`src/glyph_bitmap_run_rectangles_assert.svh`:
```
// Assertion macros shared by the glyph run rectangle modules.
// Each macro expects clk and rst in the scope of the module that uses it.
`ifndef GLYPH_BITMAP_RUN_RECTANGLES_ASSERT_SVH
`define GLYPH_BITMAP_RUN_RECTANGLES_ASSERT_SVH
`ifndef SYNTHESIS
`define GBRR_ASSERT_ALWAYS(lbl, expr, msg) \
  lbl: assert property (@(posedge clk) disable iff (rst) (expr)) else $error(msg);
`define GBRR_ASSERT_IMPLIES(lbl, ante, cons, msg) \
  lbl: assert property (@(posedge clk) disable iff (rst) (ante) |-> (cons)) else $error(msg);
`define GBRR_ASSERT_NEXT(lbl, ante, cons, msg) \
  lbl: assert property (@(posedge clk) disable iff (rst) (ante) |=> (cons)) else $error(msg);
`else
`define GBRR_ASSERT_ALWAYS(lbl, expr, msg)
`define GBRR_ASSERT_IMPLIES(lbl, ante, cons, msg)
`define GBRR_ASSERT_NEXT(lbl, ante, cons, msg)
`endif
`endif

```
`src/gbrr_pkg.sv`:
```
package gbrr_pkg;

  localparam int MAX_ROW_WIDTH_DEF = 64;
  localparam int MAX_SCALE         = 8;

  localparam int BYTE_W     = 8;
  localparam int COORD_W    = 11;
  localparam int RECT_W_W   = 10;
  localparam int SCALE_W    = 4;
  localparam int ROWW_W     = 7;
  localparam int COLOR_W    = 16;
  localparam int ROW_IDX_W  = 8;
  localparam int CFG_IDX_W  = 3;
  localparam int CFG_DATA_W = 16;

  localparam logic [CFG_IDX_W-1:0] CFG_ROW_WIDTH  = 3'd0;
  localparam logic [CFG_IDX_W-1:0] CFG_SCALE_H    = 3'd1;
  localparam logic [CFG_IDX_W-1:0] CFG_SCALE_V    = 3'd2;
  localparam logic [CFG_IDX_W-1:0] CFG_INVERT     = 3'd3;
  localparam logic [CFG_IDX_W-1:0] CFG_FILL_COLOR = 3'd4;

  typedef struct packed {
    logic [BYTE_W-1:0]  bitmap_byte;
    logic               glyph_start;
    logic [COORD_W-1:0] origin_x;
    logic [COORD_W-1:0] origin_y;
  } in_item_t;

  typedef struct packed {
    logic [COORD_W-1:0]  rect_x;
    logic [COORD_W-1:0]  rect_y;
    logic [RECT_W_W-1:0] rect_w;
    logic [SCALE_W-1:0]  rect_h;
    logic [COLOR_W-1:0]  rect_color;
    logic                last_rect;
  } out_item_t;

  typedef struct packed {
    logic [ROWW_W-1:0]  row_width;
    logic [SCALE_W-1:0] scale_h;
    logic [SCALE_W-1:0] scale_v;
    logic               invert;
    logic [COLOR_W-1:0] color;
  } cfg_t;

  typedef enum logic [1:0] {
    ST_IDLE,
    ST_BIT,
    ST_SCAN,
    ST_FLUSH
  } state_t;

  typedef struct packed {
    logic load;
    logic bit_step;
    logic scan_step;
    logic flush;
  } dp_cmd_t;

  typedef struct packed {
    logic row_done;
    logic bit_last;
    logic bits_empty;
    logic scan_last;
    logic scan_emit;
    logic pend_valid;
    logic out_free;
  } dp_status_t;

  function automatic logic [SCALE_W-1:0] clamp_scale(input logic [SCALE_W-1:0] v);
    logic [SCALE_W-1:0] r;
    if (v == '0) begin
      r = SCALE_W'(1);
    end else if ({1'b0, v} > (SCALE_W+1)'(MAX_SCALE)) begin
      r = SCALE_W'(MAX_SCALE);
    end else begin
      r = v;
    end
    return r;
  endfunction

endpackage

```
`src/gbrr_cfg.sv`:
```
module gbrr_cfg
  import gbrr_pkg::*;
#(
  parameter int MAX_ROW_WIDTH = MAX_ROW_WIDTH_DEF
) (
  input  logic                  clk,
  input  logic                  rst,
  input  logic                  cfg_valid,
  output logic                  cfg_ready,
  input  logic [CFG_IDX_W-1:0]  cfg_index,
  input  logic [CFG_DATA_W-1:0] cfg_data,
  output cfg_t                  cfg
);

  logic [ROWW_W-1:0]  row_width;
  logic [SCALE_W-1:0] scale_h;
  logic [SCALE_W-1:0] scale_v;
  logic               invert;
  logic [COLOR_W-1:0] color;

  assign cfg_ready = 1'b1;

  always_ff @(posedge clk) begin
    if (rst) begin
      row_width <= ROWW_W'(8);
      scale_h   <= SCALE_W'(1);
      scale_v   <= SCALE_W'(1);
      invert    <= 1'b0;
      color     <= '1;
    end else if (cfg_valid) begin
      case (cfg_index)
        CFG_ROW_WIDTH:  row_width <= cfg_data[ROWW_W-1:0];
        CFG_SCALE_H:    scale_h   <= cfg_data[SCALE_W-1:0];
        CFG_SCALE_V:    scale_v   <= cfg_data[SCALE_W-1:0];
        CFG_INVERT:     invert    <= cfg_data[0];
        CFG_FILL_COLOR: color     <= cfg_data[COLOR_W-1:0];
        default: ;
      endcase
    end
  end

  always_comb begin
    cfg = '0;
    if (row_width == '0) begin
      cfg.row_width = ROWW_W'(1);
    end else if (row_width > ROWW_W'(MAX_ROW_WIDTH)) begin
      cfg.row_width = ROWW_W'(MAX_ROW_WIDTH);
    end else begin
      cfg.row_width = row_width;
    end
    cfg.scale_h = clamp_scale(scale_h);
    cfg.scale_v = clamp_scale(scale_v);
    cfg.invert  = invert;
    cfg.color   = color;
  end

endmodule

```
`src/gbrr_dp.sv`:
```
`include "glyph_bitmap_run_rectangles_assert.svh"
module gbrr_dp
  import gbrr_pkg::*;
#(
  parameter int MAX_ROW_WIDTH = MAX_ROW_WIDTH_DEF
) (
  input  logic       clk,
  input  logic       rst,
  input  cfg_t       cfg,
  input  in_item_t   in_data,
  input  logic       out_ready,
  input  dp_cmd_t    cmd,
  output dp_status_t status,
  output logic       out_valid,
  output out_item_t  out_data
);

  localparam int IDX_W = $clog2(MAX_ROW_WIDTH);
  localparam int CNT_W = $clog2(MAX_ROW_WIDTH + 1);

  logic [BYTE_W-1:0]        pix_byte;
  logic [3:0]               bit_cnt;
  logic [CNT_W-1:0]         column_pos;
  logic [ROW_IDX_W-1:0]     row_index;
  logic [COORD_W-1:0]       base_x;
  logic [COORD_W-1:0]       base_y;
  logic [MAX_ROW_WIDTH-1:0] row_bits;
  logic [MAX_ROW_WIDTH-1:0] row_next;
  logic [MAX_ROW_WIDTH-1:0] scan_sh;
  logic [IDX_W-1:0]         scan_idx;
  logic                     in_run;
  logic [IDX_W-1:0]         run_start;
  out_item_t                pend;
  logic                     pend_valid;

  logic [CNT_W-1:0] width_eff;
  logic [CNT_W-1:0] col_inc;
  logic             row_done;
  logic             pix;
  logic             scan_last;
  logic             scan_emit;
  logic [IDX_W-1:0] start_eff;
  logic [CNT_W-1:0] run_len;
  logic [12:0]      x_full;
  logic [12:0]      y_full;
  logic [11:0]      w_full;
  out_item_t        rect_new;
  out_item_t        out_next;
  logic             out_free;
  logic             out_load;

  assign width_eff = cfg.row_width[CNT_W-1:0];
  assign col_inc   = column_pos + CNT_W'(1);
  assign row_done  = col_inc >= width_eff;

  always_comb begin
    row_next = row_bits;
    row_next[column_pos[IDX_W-1:0]] = pix_byte[BYTE_W-1];
  end

  assign pix       = scan_sh[0];
  assign scan_last = (CNT_W'(scan_idx) + CNT_W'(1)) == width_eff;
  assign scan_emit = pix && (scan_last || !scan_sh[1]);
  assign start_eff = in_run ? run_start : scan_idx;
  assign run_len   = CNT_W'(scan_idx) - CNT_W'(start_eff) + CNT_W'(1);

  assign x_full = 13'(base_x) + 13'(start_eff) * 13'(cfg.scale_h);
  assign y_full = 13'(base_y) + 13'(row_index) * 13'(cfg.scale_v);
  assign w_full = 12'(run_len) * 12'(cfg.scale_h);

  always_comb begin
    rect_new            = '0;
    rect_new.rect_x     = (x_full > 13'd2047) ? '1 : x_full[COORD_W-1:0];
    rect_new.rect_y     = (y_full > 13'd2047) ? '1 : y_full[COORD_W-1:0];
    rect_new.rect_w     = (w_full > 12'd1023) ? '1 : w_full[RECT_W_W-1:0];
    rect_new.rect_h     = cfg.scale_v;
    rect_new.rect_color = cfg.color;
    rect_new.last_rect  = 1'b0;
  end

  always_comb begin
    out_next           = pend;
    out_next.last_rect = cmd.flush;
  end

  assign out_free = !out_valid || out_ready;
  assign out_load = (cmd.scan_step && scan_emit && pend_valid) || cmd.flush;

  always_comb begin
    status            = '0;
    status.row_done   = row_done;
    status.bit_last   = bit_cnt == 4'd1;
    status.bits_empty = bit_cnt == 4'd0;
    status.scan_last  = scan_last;
    status.scan_emit  = scan_emit;
    status.pend_valid = pend_valid;
    status.out_free   = out_free;
  end

  always_ff @(posedge clk) begin
    if (rst) begin
      bit_cnt    <= '0;
      column_pos <= '0;
      row_index  <= '0;
      base_x     <= '0;
      base_y     <= '0;
      scan_idx   <= '0;
      in_run     <= 1'b0;
      pend_valid <= 1'b0;
      out_valid  <= 1'b0;
    end else begin
      if (cmd.load) begin
        bit_cnt <= 4'd8;
        if (in_data.glyph_start) begin
          base_x     <= in_data.origin_x;
          base_y     <= in_data.origin_y;
          column_pos <= '0;
          row_index  <= '0;
        end
      end
      if (cmd.bit_step) begin
        bit_cnt    <= bit_cnt - 4'd1;
        column_pos <= row_done ? '0 : col_inc;
        if (row_done) begin
          scan_idx <= '0;
          in_run   <= 1'b0;
        end
      end
      if (cmd.scan_step) begin
        scan_idx <= scan_idx + IDX_W'(1);
        in_run   <= pix && !scan_emit;
        if (scan_last && row_index != '1) begin
          row_index <= row_index + ROW_IDX_W'(1);
        end
      end
      if (cmd.scan_step && scan_emit) begin
        pend_valid <= 1'b1;
      end else if (cmd.flush) begin
        pend_valid <= 1'b0;
      end
      if (out_load) begin
        out_valid <= 1'b1;
      end else if (out_ready) begin
        out_valid <= 1'b0;
      end
    end
  end

  always_ff @(posedge clk) begin
    if (cmd.load) begin
      pix_byte <= cfg.invert ? ~in_data.bitmap_byte : in_data.bitmap_byte;
    end
    if (cmd.bit_step) begin
      pix_byte <= {pix_byte[BYTE_W-2:0], 1'b0};
      row_bits <= row_next;
      if (row_done) begin
        scan_sh <= row_next;
      end
    end
    if (cmd.scan_step) begin
      scan_sh <= scan_sh >> 1;
      if (pix && !in_run) begin
        run_start <= scan_idx;
      end
      if (scan_emit) begin
        pend <= rect_new;
      end
    end
    if (out_load) begin
      out_data <= out_next;
    end
  end

  `GBRR_ASSERT_ALWAYS(a_col_in_row, column_pos < CNT_W'(MAX_ROW_WIDTH), "column past row buffer")
  `GBRR_ASSERT_IMPLIES(a_out_no_overwrite, out_load, out_free, "output item overwritten")
  `GBRR_ASSERT_IMPLIES(a_scan_in_row, cmd.scan_step, CNT_W'(scan_idx) < width_eff, "scan past row end")

endmodule

```
`src/gbrr_ctrl.sv`:
```
`include "glyph_bitmap_run_rectangles_assert.svh"
module gbrr_ctrl
  import gbrr_pkg::*;
(
  input  logic       clk,
  input  logic       rst,
  input  logic       in_valid,
  output logic       in_ready,
  input  dp_status_t status,
  output dp_cmd_t    cmd
);

  state_t state;
  state_t state_next;
  logic   advance;

  assign advance = !(status.scan_emit && status.pend_valid && !status.out_free);

  always_ff @(posedge clk) begin
    if (rst) begin
      state <= ST_IDLE;
    end else begin
      state <= state_next;
    end
  end

  always_comb begin
    state_next = state;
    case (state)
      ST_IDLE: begin
        if (in_valid) begin
          state_next = ST_BIT;
        end
      end
      ST_BIT: begin
        if (status.row_done) begin
          state_next = ST_SCAN;
        end else if (status.bit_last) begin
          state_next = ST_FLUSH;
        end
      end
      ST_SCAN: begin
        if (advance && status.scan_last) begin
          state_next = status.bits_empty ? ST_FLUSH : ST_BIT;
        end
      end
      ST_FLUSH: begin
        if (!status.pend_valid || status.out_free) begin
          state_next = ST_IDLE;
        end
      end
      default: state_next = ST_IDLE;
    endcase
  end

  always_comb begin
    cmd      = '0;
    in_ready = 1'b0;
    case (state)
      ST_IDLE: begin
        in_ready = 1'b1;
        cmd.load = in_valid;
      end
      ST_BIT:   cmd.bit_step = 1'b1;
      ST_SCAN:  cmd.scan_step = advance;
      ST_FLUSH: cmd.flush = status.pend_valid && status.out_free;
      default: ;
    endcase
  end

  `GBRR_ASSERT_IMPLIES(a_idle_no_pending, state == ST_IDLE, !status.pend_valid, "pending rect at item accept")
  `GBRR_ASSERT_NEXT(a_flush_ends_item, cmd.flush, state == ST_IDLE, "flush did not end item")

endmodule

```
`src/glyph_bitmap_run_rectangles.sv`:
```
// Each item is accepted, its eight pixels are shifted into the row buffer, every row it
// completes is scanned pixel by pixel for runs, and a handover ends it; a new item is
// taken only once the last is through. Output stalls hold the scan and the handover.
// The shared run scanner takes one pixel a cycle while the output does not stall it.
// Synchronous active-high reset clears counters, origin and handshakes and
// restores register defaults; the row buffer is not cleared.
module glyph_bitmap_run_rectangles
  import gbrr_pkg::*;
#(
  parameter int MAX_ROW_WIDTH = MAX_ROW_WIDTH_DEF
) (
  input  logic                  clk,
  input  logic                  rst,
  input  logic                  in_valid,
  output logic                  in_ready,
  input  in_item_t              in_data,
  output logic                  out_valid,
  input  logic                  out_ready,
  output out_item_t             out_data,
  input  logic                  cfg_valid,
  output logic                  cfg_ready,
  input  logic [CFG_IDX_W-1:0]  cfg_index,
  input  logic [CFG_DATA_W-1:0] cfg_data
);

  cfg_t       cfg;
  dp_cmd_t    cmd;
  dp_status_t status;

  gbrr_cfg #(
    .MAX_ROW_WIDTH(MAX_ROW_WIDTH)
  ) u_cfg (
    .clk       (clk),
    .rst       (rst),
    .cfg_valid (cfg_valid),
    .cfg_ready (cfg_ready),
    .cfg_index (cfg_index),
    .cfg_data  (cfg_data),
    .cfg       (cfg)
  );

  gbrr_ctrl u_ctrl (
    .clk      (clk),
    .rst      (rst),
    .in_valid (in_valid),
    .in_ready (in_ready),
    .status   (status),
    .cmd      (cmd)
  );

  gbrr_dp #(
    .MAX_ROW_WIDTH(MAX_ROW_WIDTH)
  ) u_dp (
    .clk       (clk),
    .rst       (rst),
    .cfg       (cfg),
    .in_data   (in_data),
    .out_ready (out_ready),
    .cmd       (cmd),
    .status    (status),
    .out_valid (out_valid),
    .out_data  (out_data)
  );

endmodule

```
`config.mk`:
```
export PLATFORM = sky130hd
export DESIGN_NAME = glyph_bitmap_run_rectangles
export DESIGN_NICKNAME = d
export VERILOG_FILES = /design/src/gbrr_pkg.sv /design/src/gbrr_cfg.sv /design/src/gbrr_dp.sv /design/src/gbrr_ctrl.sv /design/src/glyph_bitmap_run_rectangles.sv
export VERILOG_INCLUDE_DIRS = /design/src /design/src/src
export SDC_FILE = /design/constraint.sdc
export NUM_CORES = 1
export LEC_CHECK = 0
export BUFFER_PORTS_ARGS = -buffer_cell sky130_fd_sc_hd__buf_2
export CORE_ASPECT_RATIO = 1.25
export CORE_MARGIN = 3
export CORE_UTILIZATION = 60
export DETAILED_ROUTE_END_ITERATION = 8
export HOLD_SLACK_MARGIN = 0.06
export MAX_ROUTING_LAYER = met4
export PLACE_DENSITY = 0.77
export SLEW_MARGIN = 15
export SYNTH_ARGS = -nofsm -noshare
export SYNTH_HDL_FRONTEND = slang
export SYNTH_SLANG_ARGS = --single-unit
```
`constraint.sdc`:
```
create_clock -name clk -period 12.7 [get_ports clk]
set_input_delay 1.905 -clock clk [delete_from_list [all_inputs] [get_ports clk]]
set_output_delay 1.905 -clock clk [all_outputs]
set_load 0.05 [all_outputs]
```
==> results.md, run 1 <==
| Stage | Metric | Reported |
|---|---|---|
| placement | Number of cells in the design after placement | 1889 |
| clock network | Number of buffers created by CTS | 34 |
| run status | Run status | complete, no violations |
| critical path | Data arrival time of the critical path | 6010 ps |
| synthesis | Yosys reg bits | 331 |
| clock network | CTS tree | done |
| power and ir drop | Internal power component | 1.94 mW |
| layout | Final-stage net count | 1755 |
| synthesis | Ranking of synthesized cells by area | sky130_fd_sc_hd__edfxtp_1 (43%), sky130_fd_sc_hd__dfxtp_1 (10%), sky130_fd_sc_hd__mux2_2 (8.6%), sky130_fd_sc_hd__ha_1 (5.7%), sky130_fd_sc_hd__fa_1 (5.5%) |
| die | Die width | 157 um |
| grt | Initial antenna violation count | 0 |
| placement | HPWL after detailed placement | 22400 um |
| power and ir drop | Leak Pwr | 7.57 nW |
| synthesis | Commonest cells in the netlist | sky130_fd_sc_hd__edfxtp_1 (245), sky130_fd_sc_hd__nand2_1 (186), sky130_fd_sc_hd__mux2_2 (131), sky130_fd_sc_hd__nor2_1 (122), sky130_fd_sc_hd__inv_1 (110) |
| clock network | Number of sinks driven by the clock tree | 331 |
| worst hold path | Hold Crit Start | u_dp.out_next[43] |
| placement | Routability Congestion | 0.879 |
| critical path | Launch point of the worst reg-to-reg path | u_dp.in_run |
| clock network | Maximum clock path buffer count | 3 |
| timing | Number of failing hold endpoints at the final stage | 0 |
| layout | Share of layout cells above drive strength 1 | 20.5% |
| synthesis | Fraction of synthesis flops using an asynchronous set or reset pin | 0% |
| die | Core Box Area | 27900 um2 |
| clock network | Root Buffer | sky130_fd_sc_hd__clkbuf_16 |
| timing | Setup repair after global routing missed its margin | no |
| critical path | Worst-path fanout max | 10 |
| grt | Pin count of the biggest net entering global routing | 91 |
| detailed routing | Vias/cell | 5.72 |
| detailed routing | ANT nets after route | 0 |
| synthesis | Most instantiated library cell after synthesis | sky130_fd_sc_hd__edfxtp_1 |
| power and ir drop | PwrDens | 129 nW/um2 |
| synthesis | Post-synth EDFFs | 245 |
| power and ir drop | Switching pwr | 536 uW |
| power and ir drop | Combinational fraction of design power | 7.4% |
| clock network | Hold buffer count at cts | 0 |
| critical path | Category of cells accounting for the largest share of critical-path delay | adder cells |
| clock network | Count of H-tree levels built during CTS | 2 |
| detailed routing | Detailed-routing iteration count for the pre-antenna-repair pass | 5 |
| worst hold path | HP Class | reg -> reg |
| detailed routing | Starting DRT DRC Count | 614 |
| critical path | Critical path class | reg -> reg |
| synthesis | Post-Synthesis Mean Instance Area | 11.5 um2 |
| critical path | Type of origin of the critical path | flip-flop |
| critical path | Crit. End Element | flip-flop |
| power and ir drop | Fraction of power consumed by sequential logic | 50.1% |
| power and ir drop | Switching power as a share of total power | 21.6% |
| layout | Cell Count, Final, Fillers Out | 1950 |
| critical path | Library cell contributing the largest single delay on the critical path | sky130_fd_sc_hd__nor3_1 |
| detailed routing | Avg WL per Cell | 16.9 um |
| critical path | Cell-by-cell listing of the critical path | mux2i_1 -> ha_1 -> ha_1 -> inv_1 -> fa_1 -> xnor2_1 -> nand3_1 -> fa_1 -> inv_1 -> fa_1 -> ha_1 -> nor2b_1 -> o21ai_0 -> a21boi_0 -> o21ai_0 -> a21oi_1 -> nor3_1 -> o21ai_0 |
| critical path | Required time of the critical path | 12910 ps |
| timing | Post-layout min period | 5800 ps |
| detailed routing | Post-Route WL | 32900 um |
| timing | Tcrit/Tclk final | 45.7% |
| die | Effective utilization at floorplan | 61.4% |
| synthesis | Number of warnings printed during yosys synthesis | 0 |
| die | I/O pins | 111 |
| synthesis | Fraction of the yosys area taken by sequential cells | 53.0% |
| synthesis | Area fraction of the dominant cell type after synthesis | 42.9% |
| timing | Final count of pins violating max slew | 0 |
| grt | Overall Global Routing Usage | 22.1% |
| critical path | CP max stage delay | 720 ps |
| detailed routing | DRC Markers | 0 |
| critical path | Crit path buffers/inverters | 2 |
| clock network | Clock input transition at the sequential cells of the worst setup and hold paths | 60 ps |
| die | # rows | 68 |
| clock network | Setup repair bufs after CTS | 0 |
| timing | Max-slew headroom | 25.0% |
| grt | Global route overflow | 0 |
| synthesis | Cell count after synthesis | 1487 |
| clock network | Gates resized, CTS repair | 0 |
| die | Die outline height | 195 um |
| timing | Highest attainable clock frequency | 0.172 GHz |
| layout | Growth of design area from synthesis to finish | 11.5% |
| grt | Wire length of the first global-routing pass | 54200 um |
| synthesis | Net count after synthesis | 1667 |
| synthesis | Dominant synthesized flop cell | sky130_fd_sc_hd__edfxtp_1 |
| grt | Number of global-route vias before repair | 11406 |
| critical path | Crit. Startpoint | u_dp.in_run |
| placement | Port-buffer cells | 109 |
| run | Maximum capacitance violations | 0 |
| synthesis | Count of unique library cells instantiated by Yosys | 69 |
| timing | Least-Margin Pin Slew | 1120 ps |
| clock network | Clock insertion delay at the later pin of the skew report | 510 ps |
| timing | Worst clock skew on the final layout | 12.8 ps |
| detailed routing | Vias after detailed routing | 11153 |
| synthesis | Cell type with the largest total area after synthesis | sky130_fd_sc_hd__edfxtp_1 |
| synthesis | Cell area after synthesis | 17100 um2 |
| timing | Number of setup violations in the final report | 0 |
| power and ir drop | Worst vdd rail ir drop | 0.131 mV |
| timing | Setup TNS | 0 ps |
| die | Floorplan die area | 30600 um2 |
| layout | ANT cells | 0 |
| power and ir drop | Clock group share of total power | 42.5% |
flip-flops by register name, summed over array words and instances (netlist names), 6 cells and up:
name,cells
u_dp.base_x,11
u_dp.scan_idx,6
u_dp.row_index,8
u_dp.scan_sh,64
u_dp.out_next,52
u_dp.row_bits,64
u_cfg.row_width,7
u_cfg.color,16
u_dp.column_pos,7
u_dp.base_y,11
u_dp.pix_byte,8
u_dp.out_data,53
u_dp.run_start,6
cell usage in the layout, fill, tap and decap left out, drive strengths merged, types with 8 or more instances in the layout:
| master | n |
|---|---|
| inv | 110 |
| o211ai | 9 |
| xor2 | 21 |
| nand3b | 28 |
| and3 | 8 |
| clkbuf | 35 |
| fa | 47 |
| nand2 | 186 |
| buf | 119 |
| a21oi | 62 |
| mux2 | 131 |
| nor2b | 15 |
| a22oi | 12 |
| xnor2 | 13 |
| dfxtp | 86 |
| mux2i | 13 |
| nor2 | 122 |
| ha | 78 |
| nand3 | 41 |
| nand2b | 14 |
| and2 | 28 |
| nor3 | 13 |
| clkinv | 14 |
| or2 | 9 |
| o21ai | 30 |
| edfxtp | 245 |
| a21o | 10 |
per-stage QoR:
step                power [mW]  util (%)  hold slack (ps)  area (um2)  setup slack, ps
floorplan                 1.39         -              400       17100             6570
global placement          1.44      64.2              401       17900             7230
detailed placement        1.45      64.2              405       17900             6960
CTS                       2.50      68.5              417       19100             6950
global route              2.56      68.5              418       19100             6390
finish                    2.47      68.5              416       19100             6900
cell type report:
class,instances,area [um2]
timing repair buffer,119,621
clock buffer,35,876
clock inverter,26,318
multi-input combinational,979,7370
fill,2067,8800
inverter,110,414
tap,350,438
sequential,331,9080
cells by family after synthesis:
| logic type | share of synthesized area, % |
|---|---|
| flip-flops | 53.0 |
| AND/OR/NAND/NOR | 13.9 |
| buffers and inverters | 4.18 |
| multiplexers | 9.37 |
| XOR/XNOR | 1.87 |
| other | 0.0219 |
| adder cells (fa/ha/maj) | 11.2 |
| AO/OA/AOI/OAI | 6.48 |
final timing paths:
| path | to | slack, ps | cells after the start |
|---|---|---|---|
| worst max register to register | u_dp.out_next[28] | 6900 | 18 |
| worst max-delay path | u_dp.out_next[28] | 6900 | 18 |
| worst min-delay path | u_dp.out_data[43] | 420 | 0 |
| worst min register to register | u_dp.out_data[43] | 420 | 0 |
power by group through the flow:
stage                     registers, mW  logic (mW)  clock network [mW]
after detailed placement           1.26       0.183                   0
after CTS                          1.24       0.185                1.08
after global routing               1.24       0.204                1.12
final                              1.24       0.183                1.05
after global placement             1.26       0.177                   0
after floorplan                    1.25       0.138                   0
worst reg2reg max path, cell delays in order, from the launching register on:
cell and delay, ps:
sky130_fd_sc_hd__dfxtp_1 570, sky130_fd_sc_hd__mux2i_1 480, sky130_fd_sc_hd__ha_1 250, sky130_fd_sc_hd__ha_1 180
sky130_fd_sc_hd__inv_1 60, sky130_fd_sc_hd__fa_1 390, sky130_fd_sc_hd__xnor2_1 280, sky130_fd_sc_hd__nand3_1 160
sky130_fd_sc_hd__fa_1 520, sky130_fd_sc_hd__inv_1 60, sky130_fd_sc_hd__fa_1 470, sky130_fd_sc_hd__ha_1 330
sky130_fd_sc_hd__nor2b_1 150, sky130_fd_sc_hd__o21ai_0 210, sky130_fd_sc_hd__a21boi_0 150, sky130_fd_sc_hd__o21ai_0 220
sky130_fd_sc_hd__a21oi_1 130, sky130_fd_sc_hd__nor3_1 720, sky130_fd_sc_hd__o21ai_0 180
routing by layer:
layer | global-route usage, % | routed length, um | vias to the layer above
li1 | - | - | 5377
met4 | 8.33 | 1200 | 0
met3 | 3.01 | 1200 | 92
met5 | - | 0 | -
met2 | 39.1 | 17300 | 237
met1 | 25.4 | 13100 | 5447
(Power assumes the default switching activity.)
==> run 2, diff against run 1 <==
--- a/config.mk
+++ b/config.mk
@@ -9,11 +9,11 @@
 export BUFFER_PORTS_ARGS = -buffer_cell sky130_fd_sc_hd__buf_2
 export CORE_ASPECT_RATIO = 1.25
 export CORE_MARGIN = 3
-export CORE_UTILIZATION = 60
+export CORE_UTILIZATION = 55
 export DETAILED_ROUTE_END_ITERATION = 8
 export HOLD_SLACK_MARGIN = 0.06
 export MAX_ROUTING_LAYER = met4
-export PLACE_DENSITY = 0.77
+export PLACE_DENSITY = 0.74
 export SLEW_MARGIN = 15
 export SYNTH_ARGS = -nofsm -noshare
 export SYNTH_HDL_FRONTEND = slang
==> constraint.sdc (replaced) <==
create_clock -name clk -period 5.3 [get_ports clk]
set_input_delay 0.795 -clock clk [delete_from_list [all_inputs] [get_ports clk]]
set_output_delay 0.795 -clock clk [all_outputs]
set_load 0.05 [all_outputs]
==> run 2 against run 1 <==
Net effect: cell area grew 1.3%; count of clock-buffer cells in the layout rose by 15; worst hold slack got worse by 5.8 ps; wire length rose by 0.90%; worst setup slack lost 6600 ps; clock skew rose by 2.9 ps; largest cell class unchanged; highest routed layer unchanged.
==> results.md, run 2 (synthesized netlist as in run 1, its figures left out) <==
| Stage | Metric | Reported |
|---|---|---|
| die | Die outline height | 203 um |
| worst hold path | HP Class | reg -> reg |
| layout | Growth of design area from synthesis to finish | 12.9% |
| run | Maximum capacitance violations | 0 |
| grt | Overall Global Routing Usage | 20.6% |
| layout | Multi-input combinational cell area | 7390 um2 |
| layout | ANT cells | 0 |
| detailed routing | ANT nets after route | 0 |
| detailed routing | Vias/cell | 5.50 |
| clock network | Number of buffers created by CTS | 35 |
| layout | Final-stage net count | 1773 |
| die | # rows | 71 |
| critical path | Worst-path fanout max | 10 |
| clock network | Maximum clock path buffer count | 3 |
| detailed routing | Met3 WL post-DR | 1090 um |
| detailed routing | Starting DRT DRC Count | 700 |
| layout | Most used cells in the layout excluding fill and tap cells | sky130_fd_sc_hd__edfxtp_1 (245), sky130_fd_sc_hd__nand2_1 (186), sky130_fd_sc_hd__mux2_2 (131), sky130_fd_sc_hd__nor2_1 (122), sky130_fd_sc_hd__buf_2 (109) |
| critical path | Category of cells accounting for the largest share of critical-path delay | adder cells |
| detailed routing | Avg WL per Cell | 16.4 um |
| placement | HPWL after detailed placement | 22400 um |
| timing | Setup TNS | 0 ps |
| power and ir drop | Internal power component | 4.62 mW |
| critical path | Logic depth of the worst setup path including buffers | 21 |
| critical path | Cell depth of the worst flop-to-flop path | 21 |
| timing | Least-Margin Pin Slew | 1120 ps |
| power and ir drop | Combinational fraction of design power | 7.5% |
| timing | Highest attainable clock frequency | 0.202 GHz |
| placement | Port-buffer cells | 109 |
| layout | Most common cell after layout, fill and taps aside | sky130_fd_sc_hd__edfxtp_1 |
| clock network | Clock input transition at the sequential cells of the worst setup and hold paths | 60 ps |
| detailed routing | Sum of met2 wire segment lengths after detailed routing | 17400 um |
| die | Floorplan die area | 33300 um2 |
| timing | Post-layout min period | 4960 ps |
| die | Core Box Area | 30400 um2 |
| critical path | Required time of the critical path | 5560 ps |
| clock network | Clock insertion delay at the later pin of the skew report | 520 ps |
| timing | Final count of pins violating max slew | 0 |
| detailed routing | Top Metal Used | met4 |
| layout | Share of layout cells above drive strength 1 | 21.6% |
| layout | Fill cells | 2405 |
| clock network | CTS tree | done |
| grt | Initial antenna violation count | 0 |
| timing | Number of setup violations in the final report | 0 |
| die | I/O pins | 111 |
| grt | Number of global-route vias before repair | 11269 |
| critical path | Data arrival time of the critical path | 5210 ps |
| power and ir drop | Fraction of power consumed by sequential logic | 50.2% |
| grt | Pin count of the biggest net entering global routing | 65 |
| detailed routing | DRC Markers | 0 |
| layout | Sequential cell area in the final layout | 9080 um2 |
| power and ir drop | Worst vdd rail ir drop | 0.325 mV |
| critical path | Critical path class | reg -> reg |
| die | Die width | 164 um |
| detailed routing | WL met1 | 13500 um |
| timing | Setup repair after global routing missed its margin | no |
| power and ir drop | Switching pwr | 1.29 mW |
| critical path | Type of origin of the critical path | flip-flop |
| timing | Number of failing hold endpoints at the final stage | 0 |
| power and ir drop | Clock group share of total power | 42.3% |
| clock network | Count of H-tree levels built during CTS | 2 |
| die | Effective utilization at floorplan | 56.4% |
| detailed routing | Vias after detailed routing | 11101 |
| critical path | Library cell appearing most often on the critical path | sky130_fd_sc_hd__inv_1 |
| critical path | Crit path buffers/inverters | 6 |
| run status | Run status | complete, no violations |
| timing | Max-slew headroom | 24.9% |
| detailed routing | Detailed-routing iteration count for the pre-antenna-repair pass | 5 |
| critical path | Cell-by-cell listing of the critical path | inv_1 -> o21a_1 -> inv_1 -> ha_1 -> inv_1 -> ha_1 -> inv_1 -> fa_1 -> or2_2 -> fa_1 -> inv_1 -> fa_1 -> ha_1 -> nor2b_1 -> o21ai_1 -> a21boi_2 -> o21ai_1 -> a21oi_1 -> nor3_1 -> buf_4 -> o21ai_0 |
| worst hold path | Cell count of the worst hold path | 0 |
| clock network | Root Buffer | sky130_fd_sc_hd__clkbuf_16 |
| detailed routing | Post-Route WL | 33200 um |
| power and ir drop | PwrDens | 305 nW/um2 |
| critical path | CP max stage delay | 510 ps |
| layout | Biggest registers after layout | u_dp.row_bits: 64 flops, u_dp.scan_sh: 64 flops, u_dp.out_data: 53 flops |
| placement | Dpl cell area | 18100 um2 |
| layout | Layout Cell Area excl Fill | 19400 um2 |
| grt | Global route overflow | 0 |
| critical path | Crit. End Element | flip-flop |
| power and ir drop | Switching power as a share of total power | 21.8% |
| timing | Tcrit/Tclk final | 93.6% |
| power and ir drop | Leak Pwr | 7.69 nW |
| grt | Wire length of the first global-routing pass | 54400 um |
| clock network | Number of sinks driven by the clock tree | 331 |
| critical path | Library cell contributing the largest single delay on the critical path | sky130_fd_sc_hd__fa_1 |
| placement | Routability Congestion | 0.911 |
| timing | Worst clock skew on the final layout | 15.7 ps |
-- run 2: changes by cell type in the layout (fill, tap and decap cells not counted), sizes merged --
cell,delta
clkinvlp,-3
buf,+17
clkinv,-7
clkbuf,+15
bufinv,-4
-- run 2: what timing repair did --
action | CTS | global route
hold buffers | 0 | 0
resized for setup | 0 | 9
buffers inserted | 0 | 0
setup endpoints to repair | 0 | 10
-- run 2: metrics by stage --
step	total power, mW	instances	setup slack [ps]	util [%]	hold WS, ps
finish	5.91	2019	341	63.7	411
global route	6.13	2019	20.9	63.7	420
CTS	5.97	2018	123	63.6	412
detailed placement	3.46	1956	123	59.7	405
global placement	3.45	1956	308	59.7	401
floorplan	3.33	1487	118	-	400
-- run 2: routing by layer --
layer,global-route usage (%),vias to the layer above
met1,23.6,5399
li1,-,5407
met4,8.40,0
met3,2.80,76
met5,-,-
met2,36.3,219
-- run 2: worst paths after layout --
path / start / end / slack [ps]
hold / removal: u_dp.out_next[14] / u_dp.out_data[14] / 410
setup reg to reg: u_dp.scan_idx[1] / u_dp.out_next[28] / 340
setup / recovery: u_dp.scan_idx[1] / u_dp.out_next[28] / 340
hold reg to reg: u_dp.out_next[14] / u_dp.out_data[14] / 410
-- run 2: layout make-up --
| class | count | share of cell area [%] |
|---|---|---|
| Sequential cell | 331 | 46.9 |
| Tap cell | 401 | 2.59 |
| Clock buffer | 50 | 5.40 |
| Inverter | 110 | 2.13 |
| Timing Repair Buffer | 136 | 4.10 |
| Multi-Input combinational cell | 979 | 38.2 |
| Clock inverter | 12 | 0.717 |
-- run 2: power groups by stage --
stage          clock, mW  combinational (mW)  sequential (mW)
2_1_floorplan          0               0.329             3.00
3_3_place_gp           0               0.425             3.02
3_5_place_dp           0               0.438             3.03
4_1_cts             2.56               0.442             2.97
5_1_grt             2.66               0.489             2.98
6_report            2.50               0.442             2.97
